[src/rtl/assert_macros.svh]
// Assertion macros used by the converter RTL.
// Depends on nothing; included by modules that carry assertions.
`ifndef ASSERT_MACROS_SVH
`define ASSERT_MACROS_SVH

// Antecedent in this cycle implies consequent in the next cycle.
`define U2A_ASSERT_NEXT(lbl, clk, rst_n, ante, cons, msg) \
    lbl: assert property (@(posedge clk) disable iff (!rst_n) (ante) |=> (cons)) \
        else $error(msg);

// Antecedent implies consequent in the same cycle.
`define U2A_ASSERT_SAME(lbl, clk, rst_n, ante, cons, msg) \
    lbl: assert property (@(posedge clk) disable iff (!rst_n) (ante) |-> (cons)) \
        else $error(msg);

`endif

[src/rtl/u2a_pkg.sv]
// Package for the unsigned to ASCII digits converter.
// Types, constants and helper functions; depends on nothing.
package u2a_pkg;

    localparam int NUM_CELLS  = 10;
    localparam int VALUE_W    = 32;
    localparam int DIGIT_W    = 4;
    localparam int REM_W      = $clog2(NUM_CELLS + 1);
    localparam int BIT_CNT_W  = $clog2(VALUE_W);

    localparam logic [7:0] CHAR_CR   = 8'h0D;
    localparam logic [7:0] CHAR_LF   = 8'h0A;
    localparam logic [7:0] CHAR_ZERO = 8'h30;
    localparam logic [7:0] CHAR_A    = 8'h41;

    localparam logic CMD_DEC = 1'b0;
    localparam logic CMD_HEX = 1'b1;

    localparam logic [1:0] HW_2 = 2'd0;
    localparam logic [1:0] HW_4 = 2'd1;

    typedef enum logic [1:0] {
        CELL_HOLD,
        CELL_LOAD,
        CELL_DABBLE,
        CELL_SHIFT
    } cell_op_t;

    typedef struct packed {
        cell_op_t op;
        logic     serial_bit;
    } cell_ctrl_t;

    typedef enum logic [2:0] {
        ST_IDLE,
        ST_DABBLE,
        ST_EMIT,
        ST_CR,
        ST_LF
    } state_t;

    // Number of nibbles taken in hex mode; the unused code means eight.
    function automatic logic [REM_W-1:0] hex_nibbles(input logic [1:0] hw);
        logic [REM_W-1:0] n;
        case (hw)
            HW_2:    n = REM_W'(2);
            HW_4:    n = REM_W'(4);
            default: n = REM_W'(8);
        endcase
        return n;
    endfunction

    // Nibble that cell idx takes at load time in hex mode. The most
    // significant nibble lands in the top cell of the chain.
    function automatic logic [DIGIT_W-1:0] hex_load_nibble(
        input logic [VALUE_W-1:0] v,
        input logic [1:0]         hw,
        input int                 idx
    );
        int                 pos;
        logic [VALUE_W-1:0] tmp;
        pos = idx - (NUM_CELLS - int'(hex_nibbles(hw)));
        tmp = v >> (DIGIT_W * pos);
        if (pos < 0) begin
            return '0;
        end
        return tmp[DIGIT_W-1:0];
    endfunction

    function automatic logic [7:0] digit_to_ascii(input logic [DIGIT_W-1:0] d);
        logic [7:0] c;
        if (d < DIGIT_W'(10)) begin
            c = CHAR_ZERO + 8'(d);
        end
        else begin
            c = CHAR_A + 8'(d) - 8'd10;
        end
        return c;
    endfunction

endpackage

[src/rtl/u2a_if.sv]
// Valid/ready channel interfaces for the converter.
// Depends on nothing; used by the top level and the controller.
interface u2a_num_if;
    logic        valid;
    logic        ready;
    logic        cmd;
    logic [31:0] value;
    logic [1:0]  hex_width;
    logic        add_line_end;

    modport source (output valid, cmd, value, hex_width, add_line_end, input ready);
    modport sink   (input valid, cmd, value, hex_width, add_line_end, output ready);
endinterface

interface u2a_char_if;
    logic       valid;
    logic       ready;
    logic [7:0] char_out;
    logic       last;

    modport source (output valid, char_out, last, input ready);
    modport sink   (input valid, char_out, last, output ready);
endinterface

[src/rtl/u2a_cell.sv]
// One BCD digit cell of the conversion chain.
// Depends on u2a_pkg for the cell control struct.
module u2a_cell (
    input  logic                            clk,
    input  u2a_pkg::cell_ctrl_t             ctrl,
    input  logic                            carry_in,
    input  logic [u2a_pkg::DIGIT_W-1:0]     digit_in,
    input  logic [u2a_pkg::DIGIT_W-1:0]     load_digit,
    output logic                            carry_out,
    output logic [u2a_pkg::DIGIT_W-1:0]     digit
);
    import u2a_pkg::*;

    logic [DIGIT_W-1:0] digit_reg;
    logic [DIGIT_W-1:0] digit_next;
    logic [DIGIT_W-1:0] adj;

    // Add three before the shift so the digit never passes nine.
    assign adj       = (digit_reg >= DIGIT_W'(5)) ? digit_reg + DIGIT_W'(3) : digit_reg;
    assign carry_out = adj[DIGIT_W-1];
    assign digit     = digit_reg;

    always_comb
    begin
        case (ctrl.op)
            CELL_LOAD:   digit_next = load_digit;
            CELL_DABBLE: digit_next = {adj[DIGIT_W-2:0], carry_in};
            CELL_SHIFT:  digit_next = digit_in;
            default:     digit_next = digit_reg;
        endcase
    end

    always_ff @(posedge clk)
    begin
        digit_reg <= digit_next;
    end

endmodule

[src/rtl/u2a_ctrl.sv]
// Sequencer and output register of the converter.
// Depends on u2a_pkg, u2a_if.sv and assert_macros.svh.
`include "assert_macros.svh"

module u2a_ctrl (
    input  logic                          clk,
    input  logic                          rst_n,
    u2a_num_if.sink                       number,
    u2a_char_if.source                    chars,
    input  logic [u2a_pkg::DIGIT_W-1:0]   top_digit,
    output u2a_pkg::cell_ctrl_t           cell_ctrl
);
    import u2a_pkg::*;

    state_t               state_reg, state_next;
    logic [VALUE_W-1:0]   value_reg, value_next;
    logic [BIT_CNT_W-1:0] bit_cnt_reg, bit_cnt_next;
    logic [REM_W-1:0]     rem_reg, rem_next;
    logic                 started_reg, started_next;
    logic                 add_le_reg, add_le_next;
    logic                 out_valid_reg, out_valid_next;
    logic [7:0]           char_reg, char_next;
    logic                 last_reg, last_next;

    logic       accept;
    logic       slot_free;
    logic       keep_digit;
    logic       step;
    logic       emit;
    logic       emit_last;
    logic [7:0] emit_char;

    assign accept     = number.valid && number.ready;
    assign slot_free  = !out_valid_reg || chars.ready;
    assign keep_digit = started_reg || (rem_reg == REM_W'(1)) || (top_digit != '0);
    // A leading zero is dropped without waiting for the output slot.
    assign step       = keep_digit ? slot_free : 1'b1;

    always_comb
    begin
        state_next = state_reg;
        unique case (state_reg)
            ST_IDLE:
                if (number.valid) begin
                    state_next = (number.cmd == CMD_HEX) ? ST_EMIT : ST_DABBLE;
                end
            ST_DABBLE:
                if (bit_cnt_reg == BIT_CNT_W'(VALUE_W - 1)) begin
                    state_next = ST_EMIT;
                end
            ST_EMIT:
                if (step && (rem_reg == REM_W'(1))) begin
                    state_next = add_le_reg ? ST_CR : ST_IDLE;
                end
            ST_CR:
                if (slot_free) begin
                    state_next = ST_LF;
                end
            ST_LF:
                if (slot_free) begin
                    state_next = ST_IDLE;
                end
            default: state_next = ST_IDLE;
        endcase
    end

    always_comb
    begin
        number.ready         = 1'b0;
        cell_ctrl.op         = CELL_HOLD;
        cell_ctrl.serial_bit = value_reg[VALUE_W-1];
        emit                 = 1'b0;
        emit_last            = 1'b0;
        emit_char            = digit_to_ascii(top_digit);
        unique case (state_reg)
            ST_IDLE:
            begin
                number.ready = 1'b1;
                if (number.valid) begin
                    cell_ctrl.op = CELL_LOAD;
                end
            end
            ST_DABBLE:
                cell_ctrl.op = CELL_DABBLE;
            ST_EMIT:
            begin
                if (step) begin
                    cell_ctrl.op = CELL_SHIFT;
                end
                emit      = keep_digit && slot_free;
                emit_last = (rem_reg == REM_W'(1)) && !add_le_reg;
            end
            ST_CR:
            begin
                emit      = slot_free;
                emit_char = CHAR_CR;
            end
            ST_LF:
            begin
                emit      = slot_free;
                emit_char = CHAR_LF;
                emit_last = 1'b1;
            end
            default: ;
        endcase
    end

    always_comb
    begin
        value_next     = value_reg;
        bit_cnt_next   = bit_cnt_reg;
        rem_next       = rem_reg;
        started_next   = started_reg;
        add_le_next    = add_le_reg;
        out_valid_next = out_valid_reg;
        char_next      = char_reg;
        last_next      = last_reg;
        if (accept) begin
            value_next   = number.value;
            bit_cnt_next = '0;
            started_next = 1'b0;
            add_le_next  = number.add_line_end;
            rem_next     = (number.cmd == CMD_HEX) ? hex_nibbles(number.hex_width)
                                                   : REM_W'(NUM_CELLS);
        end
        if (state_reg == ST_DABBLE) begin
            value_next   = {value_reg[VALUE_W-2:0], 1'b0};
            bit_cnt_next = bit_cnt_reg + BIT_CNT_W'(1);
        end
        if ((state_reg == ST_EMIT) && step) begin
            rem_next = rem_reg - REM_W'(1);
        end
        if ((state_reg == ST_EMIT) && emit) begin
            started_next = 1'b1;
        end
        if (emit) begin
            out_valid_next = 1'b1;
            char_next      = emit_char;
            last_next      = emit_last;
        end
        else if (chars.ready) begin
            out_valid_next = 1'b0;
        end
    end

    always_ff @(posedge clk or negedge rst_n)
    begin
        if (!rst_n) begin
            state_reg     <= ST_IDLE;
            bit_cnt_reg   <= '0;
            rem_reg       <= '0;
            started_reg   <= 1'b0;
            add_le_reg    <= 1'b0;
            out_valid_reg <= 1'b0;
        end
        else begin
            state_reg     <= state_next;
            bit_cnt_reg   <= bit_cnt_next;
            rem_reg       <= rem_next;
            started_reg   <= started_next;
            add_le_reg    <= add_le_next;
            out_valid_reg <= out_valid_next;
        end
    end

    always_ff @(posedge clk)
    begin
        value_reg <= value_next;
        char_reg  <= char_next;
        last_reg  <= last_next;
    end

    assign chars.valid    = out_valid_reg;
    assign chars.char_out = char_reg;
    assign chars.last     = last_reg;

    `U2A_ASSERT_NEXT(a_accept_busy, clk, rst_n, accept, !number.ready, "ready held after accept")
    `U2A_ASSERT_NEXT(a_dabble_done, clk, rst_n,
        (state_reg == ST_DABBLE) && (bit_cnt_reg == BIT_CNT_W'(VALUE_W - 1)),
        (state_reg == ST_EMIT) && (rem_reg == REM_W'(NUM_CELLS)), "bad end of dabble")
    `U2A_ASSERT_NEXT(a_last_idle, clk, rst_n, emit && emit_last,
        (state_reg == ST_IDLE) && chars.valid && chars.last, "last item not final")
    `U2A_ASSERT_SAME(a_emit_slot, clk, rst_n, emit, slot_free, "output overwritten")

endmodule

[src/rtl/unsigned_to_ascii_digits_unit.sv]
// Top level of the unsigned to ASCII digits converter.
// Depends on u2a_pkg, u2a_if.sv, u2a_cell and u2a_ctrl.
//
//   Channel   Role    Payload
//   number    sink    cmd, value[31:0], hex_width[1:0], add_line_end
//   chars     source  char_out[7:0], last
//
// A number is taken only while the converter is idle. Decimal clears the chain
// and double-dabbles all 32 value bits into the ten-cell BCD chain; hex loads
// its nibbles straight into the cells. Each digit position is then taken from
// the top of the chain (ten for decimal, 2, 4 or 8 for hex), then CR and LF if
// add_line_end is set. Leading zeros are dropped without waiting on chars.ready;
// a shown character waits for a free output register. Reset (rst_n, async
// low) clears the sequencer and the output valid; the cells need no reset.
module unsigned_to_ascii_digits_unit (
    input  logic         clk,
    input  logic         rst_n,
    u2a_num_if.sink      number,
    u2a_char_if.source   chars
);
    import u2a_pkg::*;

    cell_ctrl_t         cell_ctrl;
    logic               carry_w [NUM_CELLS];
    logic [DIGIT_W-1:0] digit_w [NUM_CELLS];

    // The chain: cell 0 takes the serial value bit during double dabble, and
    // during emission every cell hands its digit one place toward the top.
    genvar i;
    generate
        for (i = 0; i < NUM_CELLS; i++) begin : g_cell
            logic               cin;
            logic [DIGIT_W-1:0] din;
            logic [DIGIT_W-1:0] ld;

            if (i == 0) begin : g_first
                assign cin = cell_ctrl.serial_bit;
                assign din = '0;
            end
            else begin : g_rest
                assign cin = carry_w[i-1];
                assign din = digit_w[i-1];
            end

            // Decimal starts from an all-zero chain; hex places its nibbles
            // directly, the most significant one in the top cell.
            assign ld = (number.cmd == CMD_HEX)
                      ? hex_load_nibble(number.value, number.hex_width, i) : '0;

            u2a_cell u_cell (
                .clk        (clk),
                .ctrl       (cell_ctrl),
                .carry_in   (cin),
                .digit_in   (din),
                .load_digit (ld),
                .carry_out  (carry_w[i]),
                .digit      (digit_w[i])
            );
        end
    endgenerate

    u2a_ctrl u_ctrl (
        .clk       (clk),
        .rst_n     (rst_n),
        .number    (number),
        .chars     (chars),
        .top_digit (digit_w[NUM_CELLS-1]),
        .cell_ctrl (cell_ctrl)
    );

endmodule

[src/flat_wrapper.sv]
// flat-port wrapper written by rule: the top's interface ports become plain ports
module unsigned_to_ascii_digits_unit_flat import u2a_pkg::*;
  (clk, rst_n, number_valid, number_cmd, number_value, number_hex_width, number_add_line_end, number_ready, chars_valid, chars_char_out, chars_last, chars_ready);
  u2a_num_if number_i ();
  u2a_char_if chars_i ();
  input  logic clk;
  input  logic rst_n;
  input wire logic [$bits(number_i.valid)-1:0] number_valid;
  input wire logic [$bits(number_i.cmd)-1:0] number_cmd;
  input wire logic [$bits(number_i.value)-1:0] number_value;
  input wire logic [$bits(number_i.hex_width)-1:0] number_hex_width;
  input wire logic [$bits(number_i.add_line_end)-1:0] number_add_line_end;
  output wire logic [$bits(number_i.ready)-1:0] number_ready;
  output wire logic [$bits(chars_i.valid)-1:0] chars_valid;
  output wire logic [$bits(chars_i.char_out)-1:0] chars_char_out;
  output wire logic [$bits(chars_i.last)-1:0] chars_last;
  input wire logic [$bits(chars_i.ready)-1:0] chars_ready;
  assign number_i.valid = number_valid;
  assign number_i.cmd = number_cmd;
  assign number_i.value = number_value;
  assign number_i.hex_width = number_hex_width;
  assign number_i.add_line_end = number_add_line_end;
  assign number_ready = number_i.ready;
  assign chars_valid = chars_i.valid;
  assign chars_char_out = chars_i.char_out;
  assign chars_last = chars_i.last;
  assign chars_i.ready = chars_ready;
  unsigned_to_ascii_digits_unit u_core (.clk(clk), .rst_n(rst_n), .number(number_i), .chars(chars_i));
endmodule
[config.mk]
export PLATFORM = sky130hd
export DESIGN_NAME = unsigned_to_ascii_digits_unit_flat
export DESIGN_NICKNAME = d
export VERILOG_FILES = /design/src/rtl/u2a_pkg.sv /design/src/rtl/u2a_if.sv /design/src/rtl/u2a_cell.sv /design/src/rtl/u2a_ctrl.sv /design/src/rtl/unsigned_to_ascii_digits_unit.sv /design/src/flat_wrapper.sv
export VERILOG_INCLUDE_DIRS = /design/src /design/src/rtl
export SDC_FILE = /design/constraint.sdc
export NUM_CORES = 1
export LEC_CHECK = 0
export BUFFER_PORTS_ARGS = -buffer_cell sky130_fd_sc_hd__buf_2
export CAP_MARGIN = 20
export CORE_UTILIZATION = 54
export DETAILED_ROUTE_END_ITERATION = 7
export PLACE_DENSITY = 0.8
export RECOVER_POWER = 100
export REMOVE_ABC_BUFFERS = 1
export SYNTH_ARGS = -nofsm -noshare
export SYNTH_HDL_FRONTEND = slang
export SYNTH_SLANG_ARGS = --single-unit
[constraint.sdc]
create_clock -name clk -period 2.4 [get_ports clk]
set_input_delay 0.48 -clock clk [delete_from_list [all_inputs] [get_ports clk]]
set_output_delay 0.48 -clock clk [all_outputs]
set_load 0.02 [all_outputs]
==> flow_metrics.env, run 1 <==
export IMPL_antenna_found_initial=0
export IMPL_chipHeight_um=105
export IMPL_cp_required_ns=2.53
export IMPL_core_area_um2=10300
export IMPL_wl_met2_um=6840
export IMPL_area_delta_synth_final_pct=10.7
export IMPL_worstHoldPathType="input pin to asynchronous set/reset pin"
export IMPL_hold_slack_ns=0.178
export IMPL_largest_reg_flops=40
export IMPL_ys_flop_type="edfxtp_1"
export IMPL_grt_pass1_wl_um=23100
export IMPL_utilization_pct=61.4
export IMPL_dpl_instance_area_um2=6130
export IMPL_num_vias=4556
export IMPL_cts_tree="built"
export IMPL_worstSkewPairLatency_ns=0.37
export IMPL_endpoint_kind="flip-flop"
export IMPL_p_leak_nw=2.47
export IMPL_critPathSlowestCell="edfxtp_1"
export IMPL_avgViaCountPerCell=6.38
export IMPL_cp_arrival_ns=2.41
export IMPL_syn_inst=523
export IMPL_fmax_mhz=437
export IMPL_fin_skew_ns=0.0187
export IMPL_ys_seq_elements=95
export IMPL_portBuffers=49
export IMPL_cts_buffers=9
export IMPL_hpwl_um=10100
export IMPL_ant_nets=0
export IMPL_start_util_pct=55.5
export IMPL_setup_viol=0
export IMPL_cp_top_family="compound AO/OA/AOI/OAI gates"
export IMPL_overflow=0
export IMPL_grt_setup_unrepaired="true"
export IMPL_fin_crit_sh_pct=95.3
export IMPL_synth_top_area_share_pct=41.4
export IMPL_synth_warnings=0
export IMPL_wl_per_cell_um=19.9
export IMPL_path_cells="inv_1 -> ha_2 -> nand2b_4 -> o41ai_2 -> and2_1 -> nor3_4 -> buf_12 -> a221o_1"
export IMPL_cts_root_buf="clkbuf_8"
export IMPL_r2r_end="u_core.g_cell[6].u_cell.digit[1]"
export IMPL_synth_cell_area_um2=5730
export IMPL_synth_avg_cell_area_um2=10.9
export IMPL_r2r_start="u_core.g_cell[9].u_cell.digit[1]"
export IMPL_met3_length_um=1190
export IMPL_dp_cells=697
export IMPL_grt_pass1_vias=4474
export IMPL_synth_enable_flop_cells=79
export IMPL_grtUsageTotal_pct=27.1
export IMPL_max_vdd_ir_drop_mv=0.736
export IMPL_power_density_nw_per_um2=1410
export IMPL_critPathLaunch="u_core.g_cell[9].u_cell.digit[1]"
export IMPL_drc_errors=0
export IMPL_r2r_slack_ns=0.11
export IMPL_crit_fanout=18
export IMPL_drt_pass1_iter_count=5
export IMPL_rows=37
export IMPL_clk_path_buf_depth=2
export IMPL_layoutNonFillerInstCount=714
export IMPL_hold_viol_final=0
export IMPL_die_area_um2=11000
export IMPL_status="completed"
export IMPL_fin_crit_ns=2.29
export IMPL_final_area_um2=6340
export IMPL_final_cell_mix="edfxtp_1 (79), nand2_1 (48), a21oi_1 (42), buf_2 (38), nor2_1 (36)"
export IMPL_async_flop_share_pct=15.8
export IMPL_relSlewSlack_pct=45.4
export IMPL_worstSetupStartpointType="flip-flop"
export IMPL_worstMarginPinSlew_ns=0.819
export IMPL_ctsHoldBuffers=0
export IMPL_fp_dieW_um=105
export IMPL_nNetsFinal=639
export IMPL_reg2reg_depth=8
export IMPL_seq_area_frac_synth_pct=48.3
export IMPL_clk_pin_slew_ns=0.10
export IMPL_drtIter0Drc=533
export IMPL_cts_sinks=95
export IMPL_cts_htree_levels=3
export IMPL_final_max_slew_viol_count=0
export IMPL_yosys_area_top_type="edfxtp_1"
export IMPL_cap_violations=0
export IMPL_boundaryPins=51
export IMPL_met1_length_um=5850
export IMPL_final_common_cell="edfxtp_1"
export IMPL_drive_gt1_share_pct=15.7
export IMPL_highest_layer="met4"
export IMPL_final_setup_tns_ns=0
export IMPL_grt_max_degree=41
export IMPL_critical_path_class="flip-flop to flip-flop"
export IMPL_globalplace_congestion=0.920
export IMPL_postRouteWirelength_um=14200
export IMPL_synthDistinctLibCells=56
export IMPL_n_antenna_cell=0
export IMPL_slowest_delay_ns=0.41
export IMPL_crit_buf_inv=2
export IMPL_synthTopCellsByArea="edfxtp_1 (41%), dfrtp_1 (6.6%), ha_1 (5.7%), a22o_1 (4.7%), a221o_1 (4.5%)"
[per-stage QoR]
stage,setup slack (ns),power (W)
6_report,0.112,0.00894
5_1_grt,-0.0264,0.00953
4_1_cts,0.0630,0.00893
3_5_place_dp,0.0153,0.00780
3_3_place_gp,0.0790,0.00752
2_1_floorplan,-0.818,0.00649
[worst register-to-register path: cells and delay by family, from the launching register on]
| kind | cells | cell delay (ns) |
|---|---|---|
| AO/OA/AOI/OAI | 2 | 0.65 |
| buffers and inverters | 2 | 0.31 |
| adder cells (fa/ha/maj) | 1 | 0.27 |
| flip-flops | 1 | 0.41 |
| AND/OR/NAND/NOR | 3 | 0.41 |
[power by group]
| group | internal [W] | switching, W | total (W) |
|---|---|---|---|
| Clock | 0.000546 | 0.000579 | 0.00113 |
| Combinational | 0.00167 | 0.00247 | 0.00414 |
| Sequential | 0.00302 | 0.000650 | 0.00367 |
| Total | 0.00524 | 0.00370 | 0.00894 |
[area by class of cell]
type	count	area [um^2]
fillers	826	3990
flip-flops and latches	95	2770
multi-input cells	373	2700
repair buffers	67	388
well taps	136	170
clock buffers	11	151
inverters	27	101
clock inverters	5	62.6
[synthesized netlist by cell type (15+ instances only)]
cell type and n:
ha_1 26, a221o_1 26, inv_1 26, a21oi_1 42
nand2_1 49, nor2_1 36, edfxtp_1 79, dfrtp_1 15
a22o_1 31, o21ai_0 29
[routing by layer]
metal / vias to the layer above / GRT usage (%)
met5: - / 0
met4: 0 / 10.9
met3: 32 / 3.99
met2: 230 / 43.9
met1: 2211 / 36.7
li1: 2083 / -
[cells by family (layout without fill, tap and decap cells)]
kind of cell	count (synthesis)	count (layout)	share of synthesized area, %
simple gates	146	146	13.3
fa+ha+maj	26	26	5.68
flops	95	95	48.3
xor+xnor	13	13	1.99
compound gates	168	168	21.0
mux	19	19	5.09
buf+inv	55	110	4.59
other cells	1	1	0.0655
[worst max-delay path by stage]
stage	to	slack [ns]	depth (start not counted)
6_report	u_core.g_cell[6].u_cell.digit[1]	0.11	8
5_1_grt	u_core.g_cell[7].u_cell.digit[0]	-0.03	8
3_5_place_dp	u_core.g_cell[9].u_cell.digit[1]	0.02	7
2_1_floorplan	u_core.g_cell[0].u_cell.digit[0]	-0.82	4
3_3_place_gp	u_core.g_cell[9].u_cell.digit[1]	0.08	7
4_1_cts	u_core.g_cell[6].u_cell.digit[1]	0.06	7
[repair_timing]
action / CTS / global route
resized for setup: 0 / 2
setup buffers: 0 / 1
endpoints found under the hold margin: 0 / 0
endpoints found under the setup margin: 0 / 65
(Power assumes the default switching activity.)
==> run 2: changes to the inputs <==
- REMOVE_ABC_BUFFERS: 1 -> unset
==> flow_metrics.env, run 2 (synthesis gave the netlist of run 1 again) <==
export IMPL_final_max_slew_viol_count=0
export IMPL_p_sw_share_pct=41.8
export IMPL_ant_nets=0
export IMPL_power_density_nw_per_um2=1380
export IMPL_setup_viol=0
export IMPL_fin_crit_ns=2.34
export IMPL_final_cell_mix="edfxtp_1 (79), nand2_1 (48), a21oi_1 (42), buf_2 (38), nor2_1 (36)"
export IMPL_num_vias=4695
export IMPL_grt_pass1_vias=4406
export IMPL_area_delta_synth_final_pct=10.7
export IMPL_preCtsSetupSlack_ns=0.0899
export IMPL_final_common_cell="edfxtp_1"
export IMPL_p_comb_share_pct=46.7
export IMPL_crit_fanout=18
export IMPL_postRouteWirelength_um=14200
export IMPL_max_vdd_ir_drop_mv=0.804
export IMPL_endpoint_kind="flip-flop"
export IMPL_pwr_share_seq_pct=41.7
export IMPL_die_area_um2=11000
export IMPL_multiInputGateArea_um2=2680
export IMPL_cts_buffers=9
export IMPL_fp_dieW_um=105
export IMPL_syn_nets=589
export IMPL_status="completed"
export IMPL_core_area_um2=10300
export IMPL_cp_arrival_ns=2.47
export IMPL_fin_crit_sh_pct=97.6
export IMPL_worstHoldPathType="input pin to flip-flop"
export IMPL_drive_gt1_share_pct=15.9
export IMPL_cts_sinks=95
export IMPL_setup_ws_ns=0.0573
export IMPL_final_seq_area_um2=2770
export IMPL_hpwl_um=10100
export IMPL_rows=37
export IMPL_r2r_start="u_core.u_ctrl.rem_reg[1]"
export IMPL_intPower_w=0.00511
export IMPL_worstMarginPinSlew_ns=0.843
export IMPL_cts_htree_levels=3
export IMPL_grt_max_degree=41
export IMPL_worstSkewPairLatency_ns=0.38
export IMPL_clk_pin_slew_ns=0.11
export IMPL_grt_pass1_wl_um=23000
export IMPL_avgViaCountPerCell=6.51
export IMPL_start_util_pct=55.5
export IMPL_critPathLaunch="u_core.u_ctrl.rem_reg[1]"
export IMPL_portBuffers=49
export IMPL_fin_skew_ns=0.0140
export IMPL_hold_slack_ns=0.302
export IMPL_net_switching_power_w=0.00367
export IMPL_globalplace_congestion=0.901
export IMPL_antenna_found_initial=0
export IMPL_n_antenna_cell=0
export IMPL_cap_violations=0
export IMPL_overflow=0
export IMPL_fill_cells=835
export IMPL_drc_errors=0
export IMPL_drtIter0Drc=456
export IMPL_relSlewSlack_pct=43.8
export IMPL_clk_path_buf_depth=2
export IMPL_hold_viol_final=0
export IMPL_largest_reg_flops=40
export IMPL_cp_required_ns=2.53
export IMPL_utilization_pct=61.4
export IMPL_pwr_share_clk_pct=11.6
export IMPL_min_from="number_add_line_end"
export IMPL_worstSetupStartpointType="flip-flop"
export IMPL_chipHeight_um=105
export IMPL_cts_tree="built"
export IMPL_critical_path_class="flip-flop to flip-flop"
export IMPL_p_leak_nw=2.47
export IMPL_cts_root_buf="clkbuf_8"
export IMPL_grtUsageTotal_pct=27.3
export IMPL_fmax_mhz=427
export IMPL_nNetsFinal=646
export IMPL_boundaryPins=51
export IMPL_wl_per_cell_um=19.8
export IMPL_drt_pass1_iter_count=5
export IMPL_final_setup_tns_ns=0
run 2: stage by stage:
step / total power (W) / cell area, um^2 / instances
floorplan: 0.00667 / 5740 / 523
global placement: 0.00765 / 6190 / 702
detailed placement: 0.00782 / 6190 / 702
CTS: 0.00885 / 6390 / 719
global route: 0.00942 / 6340 / 721
finish: 0.00878 / 6340 / 721
run 2: timing repair:
item,4_1_cts,5_1_grt
hold buffers,1,0
buffers inserted,0,2
gates resized for setup,0,1
setup endpoints to repair,0,22
endpoints found under the hold margin,15,0
run 2: cell type report:
class | count | share of cell area (%)
multi-input cells | 373 | 42.3
clock buffers | 9 | 1.95
clock inverters | 7 | 0.967
flip-flops and latches | 95 | 43.7
well taps | 136 | 2.68
inverters | 27 | 1.66
repair buffers | 74 | 6.79
run 2: power by group through the flow:
stage / clock network, W / registers, W / logic (W)
finish: 0.00102 / 0.00366 / 0.00410
global route: 0.00109 / 0.00376 / 0.00457
CTS: 0.00103 / 0.00364 / 0.00418
detailed placement: 0 / 0.00367 / 0.00415
global placement: 0 / 0.00364 / 0.00401
floorplan: 0 / 0.00357 / 0.00310
run 2: final timing paths:
kind / end / slack (ns) / depth (start not counted)
worst min-delay path: u_core.u_ctrl.add_le_reg / 0.30 / 3
max in group asynchronous: u_core.u_ctrl.started_reg / 1.17 / 2
worst min register to register: u_core.u_ctrl.value_reg[0] / 0.47 / 2
worst max register to register: u_core.g_cell[6].u_cell.digit[1] / 0.06 / 8
worst max-delay path: u_core.g_cell[6].u_cell.digit[1] / 0.06 / 8
min in group asynchronous: u_core.u_ctrl.bit_cnt_reg[1] / 0.71 / 2
run 2: critical path, stage by stage, from the launching register on:
cell,delay [ns]
dfrtp_1,0.42
inv_1,0.10
ha_1,0.20
nor3b_1,0.16
o41ai_2,0.32
and2_2,0.26
nor3_1,0.09
buf_12,0.18
a221o_1,0.36
run 2: routing by layer:
layer | up-vias | global-route usage (%) | part of all wire (%)
met5 | - | 0 | 0
met4 | 0 | 14.2 | 4.3
met3 | 51 | 4.24 | 8.0
met2 | 251 | 43.0 | 46
met1 | 2283 | 36.7 | 42
li1 | 2110 | - | -
==> run 3: changes to the inputs <==
--- a/config.mk
+++ b/config.mk
@@ -9,4 +9,5 @@
 export BUFFER_PORTS_ARGS = -buffer_cell sky130_fd_sc_hd__buf_2
 export CAP_MARGIN = 20
+export CORE_ASPECT_RATIO = 0.5
 export CORE_UTILIZATION = 54
 export DETAILED_ROUTE_END_ITERATION = 7
==> constraint.sdc (replaced) <==
create_clock -name clk -period 2.4 [get_ports clk]
set_input_delay 0.12 -clock clk [delete_from_list [all_inputs] [get_ports clk]]
set_output_delay 0.12 -clock clk [all_outputs]
set_load 0.02 [all_outputs]
==> flow_metrics.env, run 3 (synthesis gave the netlist of run 1 again) <==
export IMPL_final_area_um2=6430
export IMPL_core_area_um2=10200
export IMPL_cts_htree_levels=3
export IMPL_fin_skew_ns=0.00945
export IMPL_worstHoldPathType="input pin to flip-flop"
export IMPL_globalplace_congestion=0.867
export IMPL_hold_viol_final=0
export IMPL_syn_nets=589
export IMPL_hpwl_um=9960
export IMPL_final_max_slew_viol_count=0
export IMPL_drt_pass1_iter_count=7
export IMPL_worstSetupStartpointType="flip-flop"
export IMPL_hold_slack_ns=0.0814
export IMPL_grt_setup_unrepaired="false"
export IMPL_relSlewSlack_pct=39.9
export IMPL_crit_buf_inv=1
export IMPL_cts_root_buf="clkbuf_16"
export IMPL_final_common_cell="edfxtp_1"
export IMPL_grt_pass1_vias=4201
export IMPL_cts_sinks=95
export IMPL_cts_buffers=9
export IMPL_antenna_found_initial=0
export IMPL_grt_pass1_wl_um=21900
export IMPL_largest_reg_flops=40
export IMPL_status="completed"
export IMPL_max_vdd_ir_drop_mv=0.562
export IMPL_rows=26
export IMPL_num_vias=4546
export IMPL_portBuffers=49
export IMPL_drc_errors=0
export IMPL_fin_crit_sh_pct=93.0
export IMPL_fmax_mhz=448
export IMPL_worstMarginPinSlew_ns=0.902
export IMPL_grtUsageTotal_pct=26.6
export IMPL_setup_viol=0
export IMPL_path_cells="inv_1 -> ha_1 -> nand2b_2 -> o41ai_2 -> and2_4 -> nor3_4 -> a221o_1"
export IMPL_finalPower_w=0.00921
export IMPL_avgViaCountPerCell=6.31
export IMPL_clk_path_buf_depth=2
export IMPL_nNetsFinal=642
export IMPL_drtIter0Drc=456
export IMPL_critical_path_class="flip-flop to flip-flop"
export IMPL_cap_violations=0
export IMPL_final_cell_mix="edfxtp_1 (79), nand2_1 (47), a21oi_1 (42), buf_2 (39), nor2_1 (36)"
export IMPL_n_antenna_cell=0
export IMPL_die_area_um2=11000
export IMPL_utilization_pct=62.8
export IMPL_boundaryPins=51
export IMPL_cts_tree="built"
export IMPL_critPathSlowestCell="edfxtp_1"
export IMPL_clk_pin_slew_ns=0.07
export IMPL_chipHeight_um=74.8
export IMPL_dpl_instance_area_um2=6160
export IMPL_drive_gt1_share_pct=15.8
export IMPL_final_setup_tns_ns=0
export IMPL_cp_top_family="compound AO/OA/AOI/OAI gates"
export IMPL_power_density_nw_per_um2=1430
export IMPL_slowest_delay_ns=0.42
export IMPL_ant_nets=0
export IMPL_cp_required_ns=2.50
export IMPL_overflow=0
export IMPL_start_util_pct=55.9
export IMPL_r2r_slack_ns=0.17
export IMPL_endpoint_kind="flip-flop"
export IMPL_wl_per_cell_um=19.5
export IMPL_cp_arrival_ns=2.33
export IMPL_fp_dieW_um=148
export IMPL_crit_fanout=18
export IMPL_worstSkewPairLatency_ns=0.35
export IMPL_grt_max_degree=41
export IMPL_postRouteWirelength_um=14100
export IMPL_fin_crit_ns=2.23
export IMPL_p_leak_nw=2.51
export IMPL_area_delta_synth_final_pct=12.3
run 3: cell types whose count changed in the layout (fill, tap and decap cells not counted), moves of 2 or more:
| cell | delta |
|---|---|
| clkbuf_16 | +9 |
| buf_4 | -5 |
| clkbuf_8 | -8 |
| nor3b_2 | +2 |
| clkbuf_1 | -2 |
| nor3b_1 | -2 |
run 3: metal layers:
layer / global-route usage (%) / share of wire, % / up-vias
li1: - / - / 2102
met1: 33.7 / 41 / 2199
met2: 45.6 / 48 / 222
met3: 7.39 / 8.7 / 23
met4: 8.48 / 2.0 / 0
met5: 0 / 0 / -
run 3: path summary, 6_finish.rpt:
kind / start / endpoint / depth (start not counted)
worst max-delay path: u_core.g_cell[9].u_cell.digit[1] / u_core.g_cell[7].u_cell.digit[1] / 7
max in group asynchronous: rst_n / u_core.u_ctrl.started_reg / 2
worst max register to register: u_core.g_cell[9].u_cell.digit[1] / u_core.g_cell[7].u_cell.digit[1] / 7
worst min register to register: u_core.u_ctrl.value_reg[0] / u_core.u_ctrl.value_reg[0] / 2
min in group asynchronous: rst_n / u_core.u_ctrl.bit_cnt_reg[2] / 2
worst min-delay path: number_value[30] / u_core.u_ctrl.value_reg[30] / 2
run 3: layout make-up:
class                      instances  area [um^2]
fill                             811         3820
sequential                        95         2770
multi-input combinational        373         2690
timing repair buffer              70          399
clock buffer                      10          239
tap                              140          175
inverter                          27          105
clock inverter                     6         57.6
run 3: metrics by stage:
step	setup slack, ns	cells
finish	0.169	721
global placement	0.172	702
global route	0.0398	721
floorplan	0.0700	523
CTS	0.0937	720
detailed placement	0.102	702
run 3: worst reg2reg max path, cell delays in order, from the launching register on:
cell	delay (ns)
edfxtp_1	0.42
inv_1	0.14
ha_1	0.26
nand2b_2	0.11
o41ai_2	0.31
and2_4	0.25
nor3_4	0.11
a221o_1	0.38
run 3: where the power goes:
part | switching (W) | leakage [nW] | internal, W
registers | 0.000657 | 0.982 | 0.00303
logic | 0.00243 | 1.38 | 0.00166
clock network | 0.000678 | 0.148 | 0.000759
total | 0.00376 | 2.51 | 0.00545
run 3: repair_timing:
item / 4_1_cts / 5_1_grt
hold endpoints to repair: 16 / 0
resized for setup: 0 / 4
setup buffers: 0 / 1
hold buffers: 2 / 0
setup endpoints to repair: 0 / 31
